===== src/design/pfc_pkg.sv =====
package pfc_pkg;

	localparam int QUEUE_DEPTH = 8;

	localparam logic [11:0] COUNT_MAX  = 12'd4095;
	localparam logic [11:0] CRC_START  = 12'd2;   // bytes leave the delay line from here
	localparam logic [11:0] PAYLOAD_AT = 12'd8;   // leaving bytes are payload from this offset on
	localparam logic [11:0] HDR_LEN    = 12'd6;
	localparam logic [11:0] LAST_SHORT = 12'd6;   // final byte at or below this offset: short
	localparam logic [11:0] LEN_BASE   = 12'd7;   // final offset minus this is the payload length
	localparam logic [26:0] DAY_MS     = 27'd86400000;
	localparam logic [15:0] CRC_POLY   = 16'h1021;

	typedef enum logic [2:0] {
		ST_OK     = 3'd0,
		ST_SHORT  = 3'd1,
		ST_CRC    = 3'd2,
		ST_LENGTH = 3'd3,
		ST_STAMP  = 3'd4
	} status_t;

	typedef struct packed {
		logic        is_status;
		logic [7:0]  payload_byte;
		status_t     status;
		logic [26:0] stamp_ms;
		logic [5:0]  topic_id;
		logic [3:0]  command_id;
		logic [10:0] declared_length;
		logic        last_item;
	} out_item_t;

	// Queue write request: up to two items per cycle, item0 first.
	typedef struct packed {
		logic [1:0] num;
		out_item_t  item0;
		out_item_t  item1;
	} push_t;

	// CRC-16/XMODEM, one byte, MSB first.
	function automatic logic [15:0] crc_feed(input logic [15:0] crc, input logic [7:0] b);
		logic [15:0] c;
		c = crc ^ {b, 8'h00};
		for (int k = 0; k < 8; k++) begin
			if (c[15]) begin
				c = {c[14:0], 1'b0} ^ CRC_POLY;
			end else begin
				c = {c[14:0], 1'b0};
			end
		end
		return c;
	endfunction

endpackage


===== src/design/pfc_out_queue.sv =====
module pfc_out_queue #(
	parameter int DEPTH = pfc_pkg::QUEUE_DEPTH
) (
	input  logic                       clk,
	input  logic                       arst_n,
	input  pfc_pkg::push_t             push,
	output logic [$clog2(DEPTH+1)-1:0] level,
	output logic                       out_valid,
	input  logic                       out_stall,
	output pfc_pkg::out_item_t         out_item
);

	localparam int AW = $clog2(DEPTH);
	localparam int CW = $clog2(DEPTH + 1);

	pfc_pkg::out_item_t mem_q [DEPTH];
	logic [AW-1:0] wr_ptr_q, rd_ptr_q;
	logic [CW-1:0] count_q;
	logic [AW-1:0] wr_next, wr_next2, rd_next;
	logic          pop;

	always_comb begin
		wr_next  = (wr_ptr_q == AW'(DEPTH - 1)) ? '0 : wr_ptr_q + 1'b1;
		wr_next2 = (wr_next == AW'(DEPTH - 1)) ? '0 : wr_next + 1'b1;
		rd_next  = (rd_ptr_q == AW'(DEPTH - 1)) ? '0 : rd_ptr_q + 1'b1;
	end

	assign pop       = (count_q != '0) && !out_stall;
	assign out_valid = (count_q != '0);
	assign out_item  = mem_q[rd_ptr_q];
	assign level     = count_q;

	always_ff @(posedge clk) begin
		if (push.num != 2'd0) begin
			mem_q[wr_ptr_q] <= push.item0;
		end
		if (push.num == 2'd2) begin
			mem_q[wr_next] <= push.item1;
		end
	end

	always_ff @(posedge clk or negedge arst_n) begin
		if (!arst_n) begin
			wr_ptr_q <= '0;
			rd_ptr_q <= '0;
			count_q  <= '0;
		end else begin
			if (push.num == 2'd1) begin
				wr_ptr_q <= wr_next;
			end else if (push.num == 2'd2) begin
				wr_ptr_q <= wr_next2;
			end
			if (pop) begin
				rd_ptr_q <= rd_next;
			end
			count_q <= count_q + CW'(push.num) - CW'(pop);
		end
	end

endmodule


===== config.mk =====
export PLATFORM = sky130hd
export DESIGN_NAME = pfc_out_queue
export DESIGN_NICKNAME = d
export VERILOG_FILES = /design/src/design/pfc_pkg.sv /design/src/design/pfc_out_queue.sv
export SDC_FILE = /design/constraint.sdc
export NUM_CORES = 1
export LEC_CHECK = 0
export ABC_CLOCK_PERIOD_IN_PS = 11200
export BUFFER_PORTS_ARGS = -buffer_cell sky130_fd_sc_hd__clkbuf_2
export CORE_AREA = 4 4 232 234
export DETAILED_ROUTE_END_ITERATION = 12
export DIE_AREA = 0 0 236 238
export PLACE_DENSITY_LB_ADDON = 0.12
export RECOVER_POWER = 50
export SLEW_MARGIN = 15
export SYNTH_ARGS = -nofsm -noshare
export SYNTH_HDL_FRONTEND = slang
export SYNTH_SLANG_ARGS = --single-unit

===== constraint.sdc =====
create_clock -name clk -period 11.2 [get_ports clk]
set_input_delay 1.68 -clock clk [delete_from_list [all_inputs] [get_ports clk]]
set_output_delay 1.68 -clock clk [all_outputs]
set_load 0.05 [all_outputs]

==> metrics.yaml, run 1 <==
timing:
  final.min_clock_period_ps: 7630
  max-slew-margin-rel_pct: -176
  rsz0062_at_grt: "no"
  fmax_mhz: 131
  finalHoldViolCount: 0
  period_share_pct: 68.1
  maxSlewViolCount: 563
  worst_slew_pin_slew_ps: 4130
  whs_ps: 627
  tns_ps: 0
  clock_skew_ps: 11.0
  fin_ws_ps: 3570
  setup_viol: 0
detailed_routing:
  vias_per_cell: 5.89
  num_vias: 13325
  drt_iter0_drc: 1014
  drc: 0
  ant_nets: 0
  drt_pre_antenna_iters: 5
  wirelength_um: 62900
  post_drt_wl_per_cell_um: 27.8
synthesis:
  yosysUniqueCellTypes: 33
  ys_warn_count: 0
  synth_top_cell_by_area: "edfxtp_1"
  netlist_top_cells_area: "edfxtp_1, mux2_2, mux4_2"
  yosysTopAreaCellShare_pct: 56.9
  ys_seq_area_share_pct: 57.9
  avgSynthCellArea_um2: 19.2
  synth_nets: 1490
  synth_area_mm2: 0.0258
  synth-seq-cells: 498
  synth_cells: 1344
layout:
  final_common_cell: "edfxtp_1"
  stdcell_count: 2261
  fin_nets: 1670
  layout_common_cells: "edfxtp_1, mux2_2, clkbuf_2"
  area.growth.synth_to_final_pct: 10.7
  drive_gt1_share_pct: 56.4
  final_util_pct: 54.8
  design_area_mm2: 0.0285
clock_tree:
  path_clk_slew_ps: 60
  cts_tree: "yes"
  postCtsSetupBuffers: 0
  cts_buffer_depth: 3
  cts.repair.resized: 0
  worstSkewPairLatency_ps: 600
  numCtsBuffers: 53
  hold_buffers: 0
  cts-root-buf: "clkbuf_16"
  cts_max_level: 2
  cts_sinks: 498
hold_path:
  hp-class: "flip-flop to flip-flop"
  hp-start: "wr_ptr_q[2]"
grt:
  grt_pass1_wl_um: 92600
  grt_max_degree: 99
  grt_usage_pct: 22.0
  grt_pass1_vias: 13890
  overflow: 0
  antenna_found_initial: 11
power:
  total_power_mw: 7.86
  power_leakage_nw: 10.2
  p_switching_mw: 2.98
  power_density_mw_per_mm2: 276
  p_clk_share_pct: 21.5
  irDropWorstVdd_mv: 0.172
  intPower_mw: 4.88
  switching_share_pct: 37.9
  power_frac_seq_pct: 37.1
  pwr-share-comb_pct: 41.5
status:
  violations: "capacitance limit, slew limit"
  status: "finished with violations"
floorplan:
  ioPinCount: 193
  start_util_pct: 49.5
  die_w_um: 236
  rows: 84
  core_mm2: 0.0520
  fp.dieH_um: 238
  dieArea_mm2: 0.0562
critical_path:
  r2r-start: "wr_ptr_q[0]"
  critPathLaunchType: "flip-flop"
  path_class: "flip-flop to primary output"
  crit_required_ps: 9520
  end_kind: "primary output"
  path_max_fanout: 65
  crit_start: "rd_ptr_q[2]"
  arrival_ps: 5950
placed_design:
  numPortBuffers: 192
  numPlacedInstances: 2157
  gp_congestion: 0.751
  place_area_mm2: 0.0272
  dp_hpwl_um: 33300
  pre_cts_ws_ps: 6460
flow_run:
  drv_cap: 18
## cell type report
type / count / area [um^2]
clock inverters: 28 / 179
multi-input cells: 742 / 9920
inverters: 14 / 52.6
well taps: 688 / 861
diodes: 6 / 15.0
repair buffers: 215 / 1100
clock buffers: 70 / 1460
flip-flops and latches: 498 / 14900
fillers: 4158 / 23500
## critical path: stages, from the launching register on
cell,delay (ps)
dfrtp_4,1110
clkbuf_1,2960
mux4_2,710
mux2_2,230
clkbuf_2,290
## flip-flops by register name, summed over array words and instances, names as in the netlist
register and count:
rd_ptr_q 3, wr_ptr_q 3, level 4, mem_q 488
## cells by family after synthesis
family                   share of synthesized area (%)
multiplexers                                      37.4
flip-flops                                        57.9
AND/OR/NAND/NOR                                  0.670
adder cells (fa/ha/maj)                          0.952
AO/OA/AOI/OAI                                    0.321
XOR/XNOR                                        0.0680
buffers and inverters                             2.71
## synthesized netlist by cell type
| master | number |
|---|---|
| a21o_1 | 4 |
| xor2_1 | 1 |
| nand3b_1 | 2 |
| fa_1 | 1 |
| a21oi_1 | 4 |
| mux4_2 | 122 |
| nand2_1 | 14 |
| inv_1 | 14 |
| nor2_2 | 2 |
| a31oi_1 | 2 |
| buf_4 | 2 |
| buf_2 | 39 |
| nor2b_1 | 3 |
| buf_1 | 6 |
| nor2_1 | 6 |
| ha_1 | 18 |
| or4_1 | 2 |
| nor2b_4 | 1 |
| mux2i_1 | 1 |
| dfrtp_1 | 10 |
| edfxtp_1 | 488 |
| clkbuf_1 | 16 |
| xnor2_1 | 1 |
| buf_8 | 1 |
| nor3b_1 | 1 |
| o21bai_1 | 2 |
| nand2b_1 | 1 |
| mux2_2 | 375 |
| mux2_4 | 177 |
| buf_12 | 5 |
| or3b_1 | 1 |
| o21ai_0 | 1 |
| buf_6 | 21 |
## metal layers
| layer | up-vias | routed length, um | global-route usage [%] | share of wire (%) |
|---|---|---|---|---|
| met2 | 315 | 29600 | 35.1 | 47 |
| met4 | 10 | 969 | 4.68 | 1.5 |
| met1 | 7062 | 28900 | 31.8 | 46 |
| li1 | 5856 | - | - | - |
| met5 | - | 61 | 0 | 0.097 |
| met3 | 82 | 3340 | 4.36 | 5.3 |
## final timing paths
path / end / cells after the start / slack, ps
max in group asynchronous: rd_ptr_q[2] / 1 / 9630
worst min register to register: wr_ptr_q[2] / 2 / 630
worst max-delay path: out_item[40] / 4 / 3570
worst min-delay path: wr_ptr_q[2] / 2 / 630
worst max register to register: mem_q[0][50] / 5 / 4610
min in group asynchronous: rd_ptr_q[0] / 1 / 1080
## power groups by stage
stage               Clock (mW)  Sequential (mW)  Combinational (mW)
floorplan                    0             2.82                2.53
global placement             0             2.92                3.31
detailed placement           0             2.94                3.33
CTS                       1.72             2.90                3.34
global route              1.80             2.96                3.44
finish                    1.69             2.91                3.26
Note: power is estimated with default switching activity, not from simulation.
==> run 2, diff against run 1 <==
--- a/config.mk
+++ b/config.mk
@@ -5,7 +5,7 @@
 export SDC_FILE = /design/constraint.sdc
 export NUM_CORES = 1
 export LEC_CHECK = 0
-export ABC_CLOCK_PERIOD_IN_PS = 11200
+export ABC_CLOCK_PERIOD_IN_PS = 7390
 export BUFFER_PORTS_ARGS = -buffer_cell sky130_fd_sc_hd__clkbuf_2
 export CORE_AREA = 4 4 232 234
 export DETAILED_ROUTE_END_ITERATION = 12
==> constraint.sdc (replaced) <==
create_clock -name clk -period 7.39 [get_ports clk]
set_input_delay 1.1085 -clock clk [delete_from_list [all_inputs] [get_ports clk]]
set_output_delay 1.1085 -clock clk [all_outputs]
set_load 0.05 [all_outputs]
==> metrics.yaml, run 2 (synthesized netlist as in run 1, its figures left out) <==
layout:
  area.growth.synth_to_final_pct: 11.0
  n_fill_cell: 4173
  layout_common_cells: "edfxtp_1, mux2_2, clkbuf_2"
  final_util_pct: 54.9
  drive_gt1_share_pct: 57.0
  stdcell_count: 2265
  largest_register: "mem_q"
  fin_nets: 1674
  largest_reg_flops: 488
  final_common_cell: "edfxtp_1"
status:
  violations: "capacitance limit, slew limit"
  status: "finished with violations"
timing:
  fmax_mhz: 181
  worst_slew_pin_slew_ps: 3220
  maxSlewViolCount: 445
  tns_ps: 0
  clock_skew_ps: 11.5
  period_share_pct: 74.8
  whs_ps: 491
  final.min_clock_period_ps: 5530
  setup_viol: 0
  finalHoldViolCount: 0
  max-slew-margin-rel_pct: -115
  rsz0062_at_grt: "no"
floorplan:
  ioPinCount: 193
  rows: 84
  dieArea_mm2: 0.0562
  fp.dieH_um: 238
  start_util_pct: 49.5
  core_mm2: 0.0520
  die_w_um: 236
critical_path:
  crit_required_ps: 7530
  reg2reg_depth: 6
  crit_end: "mem_q[4][52]"
  path_class: "flip-flop to flip-flop"
  r2r-start: "wr_ptr_q[0]"
  crit_start: "wr_ptr_q[0]"
  r2r_setup_slack_ps: 1860
  path_max_fanout: 37
  end_kind: "flip-flop"
  critPathLaunchType: "flip-flop"
  arrival_ps: 5660
  r2r-end: "mem_q[4][52]"
grt:
  antenna_found_initial: 12
  grt_usage_pct: 22.7
  grt_pass1_vias: 14370
  overflow: 0
  grt_pass1_wl_um: 95400
  grt_max_degree: 72
clock_tree:
  postCtsSetupBuffers: 0
  cts_buffer_depth: 3
  cts_tree: "yes"
  cts.repair.resized: 0
  cts_max_level: 2
  numCtsBuffers: 54
  cts-root-buf: "clkbuf_16"
  cts_sinks: 498
  hold_buffers: 0
  path_clk_slew_ps: 60
  worstSkewPairLatency_ps: 600
power:
  irDropWorstVdd_mv: 0.360
  power_density_mw_per_mm2: 419
  power_leakage_nw: 10.2
detailed_routing:
  ant_nets: 0
  num_vias: 13388
  post_drt_wl_per_cell_um: 28.5
  drt_pre_antenna_iters: 5
  wirelength_um: 64700
  vias_per_cell: 5.91
  drc: 0
  drt_iter0_drc: 886
placed_design:
  numPortBuffers: 192
  numPlacedInstances: 2160
  dp_hpwl_um: 34100
  gp_congestion: 0.752
hold_path:
  hp-class: "input pin to asynchronous set/reset pin"
flow_run:
  drv_cap: 15
==> run 2: cell count changes in the layout (fill, tap and decap cells not counted), moves of 2 or more <==
cell	change
clkbuf_16	+2
buf_4	+4
clkinv_2	+5
clkbuf_1	-5
clkinvlp_4	+2
clkbuf_2	+2
clkbuf_8	-3
==> run 2: area by class of cell <==
class                           count  area, um^2  share of cell area [%]
Multi-Input combinational cell    742        9920                    34.7
Antenna cell                        5        12.5                  0.0438
Sequential cell                   498       14900                    52.2
Timing Repair Buffer              218        1130                    3.96
Clock inverter                     33         228                   0.797
Inverter                           14        52.6                   0.184
Clock buffer                       67        1460                    5.12
Tap cell                          688         861                    3.01
==> run 2: per-layer routing <==
layer,routed length [um],GRT usage (%),vias up
met4,1290,5.64,14
li1,-,-,5859
met3,3500,3.72,95
met2,31700,37.9,364
met5,102,0,-
met1,28000,31.6,7056
==> run 2: worst max-delay path, cell delays in order (launching register included) <==
cell and delay [ps]:
dfrtp_1 500, ha_1 270, ha_1 330, nand2_1 140, o21bai_1 220, nand2_1 1200, clkbuf_1 2370
==> run 2: where the power goes <==
part           switching, mW  total [mW]  internal, mW
registers              0.297        4.37          4.08
logic                   3.17        4.99          1.82
clock network           1.12        2.62          1.50
total                   4.59        12.0          7.40
==> run 2: worst min path at each step <==
stage / from / end / slack, ps
2_1_floorplan: wr_ptr_q[2] / wr_ptr_q[2] / 570
3_3_place_gp: wr_ptr_q[2] / wr_ptr_q[2] / 640
3_5_place_dp: wr_ptr_q[1] / wr_ptr_q[1] / 640
4_1_cts: arst_n / level[3] / 350
5_1_grt: arst_n / level[3] / 520
6_report: arst_n / level[0] / 490
==> run 2: stage by stage <==
stage / area, um^2 / total power [mW] / worst slack (ps)
6_report: 28600 / 12.0 / 1860
5_1_grt: 28600 / 12.5 / 1580
4_1_cts: 29000 / 12.2 / 2870
3_5_place_dp: 27300 / 9.54 / 3320
2_1_floorplan: 25800 / 8.11 / 3490
3_3_place_gp: 27300 / 9.50 / 3360
==> run 3, diff against run 2 <==
--- a/config.mk
+++ b/config.mk
@@ -5,11 +5,12 @@
 export SDC_FILE = /design/constraint.sdc
 export NUM_CORES = 1
 export LEC_CHECK = 0
-export ABC_CLOCK_PERIOD_IN_PS = 7390
+export ABC_AREA = 1
+export ABC_CLOCK_PERIOD_IN_PS = 4550
 export BUFFER_PORTS_ARGS = -buffer_cell sky130_fd_sc_hd__clkbuf_2
-export CORE_AREA = 4 4 232 234
+export CORE_AREA = 4 4 240 242
 export DETAILED_ROUTE_END_ITERATION = 12
-export DIE_AREA = 0 0 236 238
+export DIE_AREA = 0 0 244 246
 export PLACE_DENSITY_LB_ADDON = 0.12
 export RECOVER_POWER = 50
 export SLEW_MARGIN = 15
==> constraint.sdc (replaced) <==
create_clock -name clk -period 4.55 [get_ports clk]
set_input_delay 0.6825 -clock clk [delete_from_list [all_inputs] [get_ports clk]]
set_output_delay 0.6825 -clock clk [all_outputs]
set_load 0.05 [all_outputs]
==> metrics.yaml, run 3 <==
timing:
  rsz0062_at_grt: "no"
  fin_ws_ps: 604
  maxSlewViolCount: 676
  finalHoldViolCount: 0
  max-slew-margin-rel_pct: -42.9
  period_share_pct: 86.7
  whs_ps: 354
  final.min_clock_period_ps: 3950
  setup_viol: 0
  fmax_mhz: 253
  tns_ps: 0
  clock_skew_ps: 11.1
  worst_slew_pin_slew_ps: 2140
synthesis:
  synth_nets: 3568
  ys_warn_count: 0
  synth_cells: 3422
  avgSynthCellArea_um2: 8.07
  synth-seq-cells: 498
  synth-edff-count: 488
  netlist_top_cells_area: "edfxtp_1, nand2_1, inv_1"
  yosysUniqueCellTypes: 30
  ys_seq_area_share_pct: 54.0
  synth_top_cell_by_area: "edfxtp_1"
  async_flop_share_pct: 2.01
  synth_most_common_cell: "nand2_1"
  synth_ff_type: "edfxtp_1"
  synth_area_mm2: 0.0276
  synthTopCellsByCount: "nand2_1, inv_1, edfxtp_1, o21ai_0, nand3_1"
  yosysTopAreaCellShare_pct: 53.1
critical_path:
  path_class: "flip-flop to primary output"
  reg2reg_depth: 8
  crit_required_ps: 3870
  end_kind: "primary output"
  arrival_ps: 3260
  critPathLaunchType: "flip-flop"
  path_max_fanout: 62
  r2r_setup_slack_ps: 760
layout:
  area.growth.synth_to_final_pct: 10.5
  fin_nets: 3661
  layout_common_cells: "nand2_1, inv_1, edfxtp_1"
  largest_register: "mem_q"
  final_common_cell: "nand2_1"
  n_fill_cell: 5143
  drive_gt1_share_pct: 9.44
  largest_reg_flops: 488
floorplan:
  rows: 86
  core_mm2: 0.0551
  dieArea_mm2: 0.0600
  die_w_um: 244
  fp.dieH_um: 246
  ioPinCount: 193
  start_util_pct: 50.1
placed_design:
  dp_hpwl_um: 45600
  numPortBuffers: 192
  pre_cts_ws_ps: 1310
  gp_congestion: 0.814
detailed_routing:
  drt_pre_antenna_iters: 6
  num_vias: 22346
  wirelength_um: 77100
  vias_per_cell: 5.19
  drc: 0
  ant_nets: 0
  drt_iter0_drc: 1943
  post_drt_wl_per_cell_um: 17.9
grt:
  grt_pass1_vias: 21461
  overflow: 0
  grt_pass1_wl_um: 120000
  grt_usage_pct: 25.6
  antenna_found_initial: 2
  grt_max_degree: 127
clock_tree:
  cts_tree: "yes"
  cts_sinks: 498
  numCtsBuffers: 55
  postCtsSetupBuffers: 0
  cts_max_level: 2
  cts_buffer_depth: 3
  cts-root-buf: "clkbuf_16"
  worstSkewPairLatency_ps: 610
  path_clk_slew_ps: 60
flow_run:
  drv_cap: 13
status:
  violations: "capacitance limit, slew limit"
  status: "finished with violations"
power:
  power_leakage_nw: 14.5
  total_power_mw: 21.5
  irDropWorstVdd_mv: 0.446
  power_density_mw_per_mm2: 705
hold_path:
  hp-class: "input pin to flip-flop"
  hold_depth: 2
==> run 3: critical path, stage by stage (launching register included) <==
cell	delay, ps
dfrtp_2	360
clkbuf_2	1520
nand2_1	130
nand2_1	250
clkbuf_2	320
==> run 3: kinds of logic after synthesis <==
kind of cell / Yosys count / synth area share (%)
buf+inv: 838 / 12.6
compound gates: 504 / 9.75
simple gates: 1560 / 22.6
flops: 498 / 54.0
xor+xnor: 3 / 0.0952
fa+ha+maj: 19 / 0.888
==> run 3: where the power goes <==
part | switching [mW] | leakage, nW | internal (mW)
combinational | 7.57 | 9.04 | 2.29
sequential | 0.458 | 4.60 | 6.86
clock | 1.82 | 0.836 | 2.51
==> run 3: metrics by stage <==
step	cell area, um^2	util [%]	cells
after global routing	30500	55.4	4308
after CTS	30700	55.7	4307
after global placement	29000	52.6	4205
final	30500	55.4	4308
after floorplan	27600	-	3422
after detailed placement	29000	52.6	4205
==> run 3: final cells by class <==
class	instances	area (um^2)	share of cell area, %
diodes	1	2.50	0.00821
clock buffers	77	1500	4.92
clock inverters	24	211	0.693
inverters	639	2410	7.89
multi-input cells	2086	9220	30.2
flip-flops and latches	498	14900	48.9
well taps	748	936	3.07
repair buffers	235	1310	4.30
==> run 3: worst paths after layout <==
kind / start / to
setup / recovery: rd_ptr_q[2] / out_item[60]
hold / removal: push[122] / level[0]
setup reg to reg: wr_ptr_q[0] / mem_q[2][36]
hold reg to reg: wr_ptr_q[1] / wr_ptr_q[1]
max in group asynchronous: arst_n / rd_ptr_q[1]
min in group asynchronous: arst_n / level[2]
==> run 3: layer usage <==
metal | global-route usage, % | part of all wire (%)
met3 | 3.71 | 7.5
met5 | 0 | 0.017
met2 | 43.3 | 47
met1 | 34.0 | 42
met4 | 8.91 | 3.1
==> run 3: what timing repair did <==
| action | in CTS | in global routing |
|---|---|---|
| hold buffers | 1 | 0 |
| endpoints found under the hold margin | 10 | 0 |
| resized for setup | 0 | 0 |
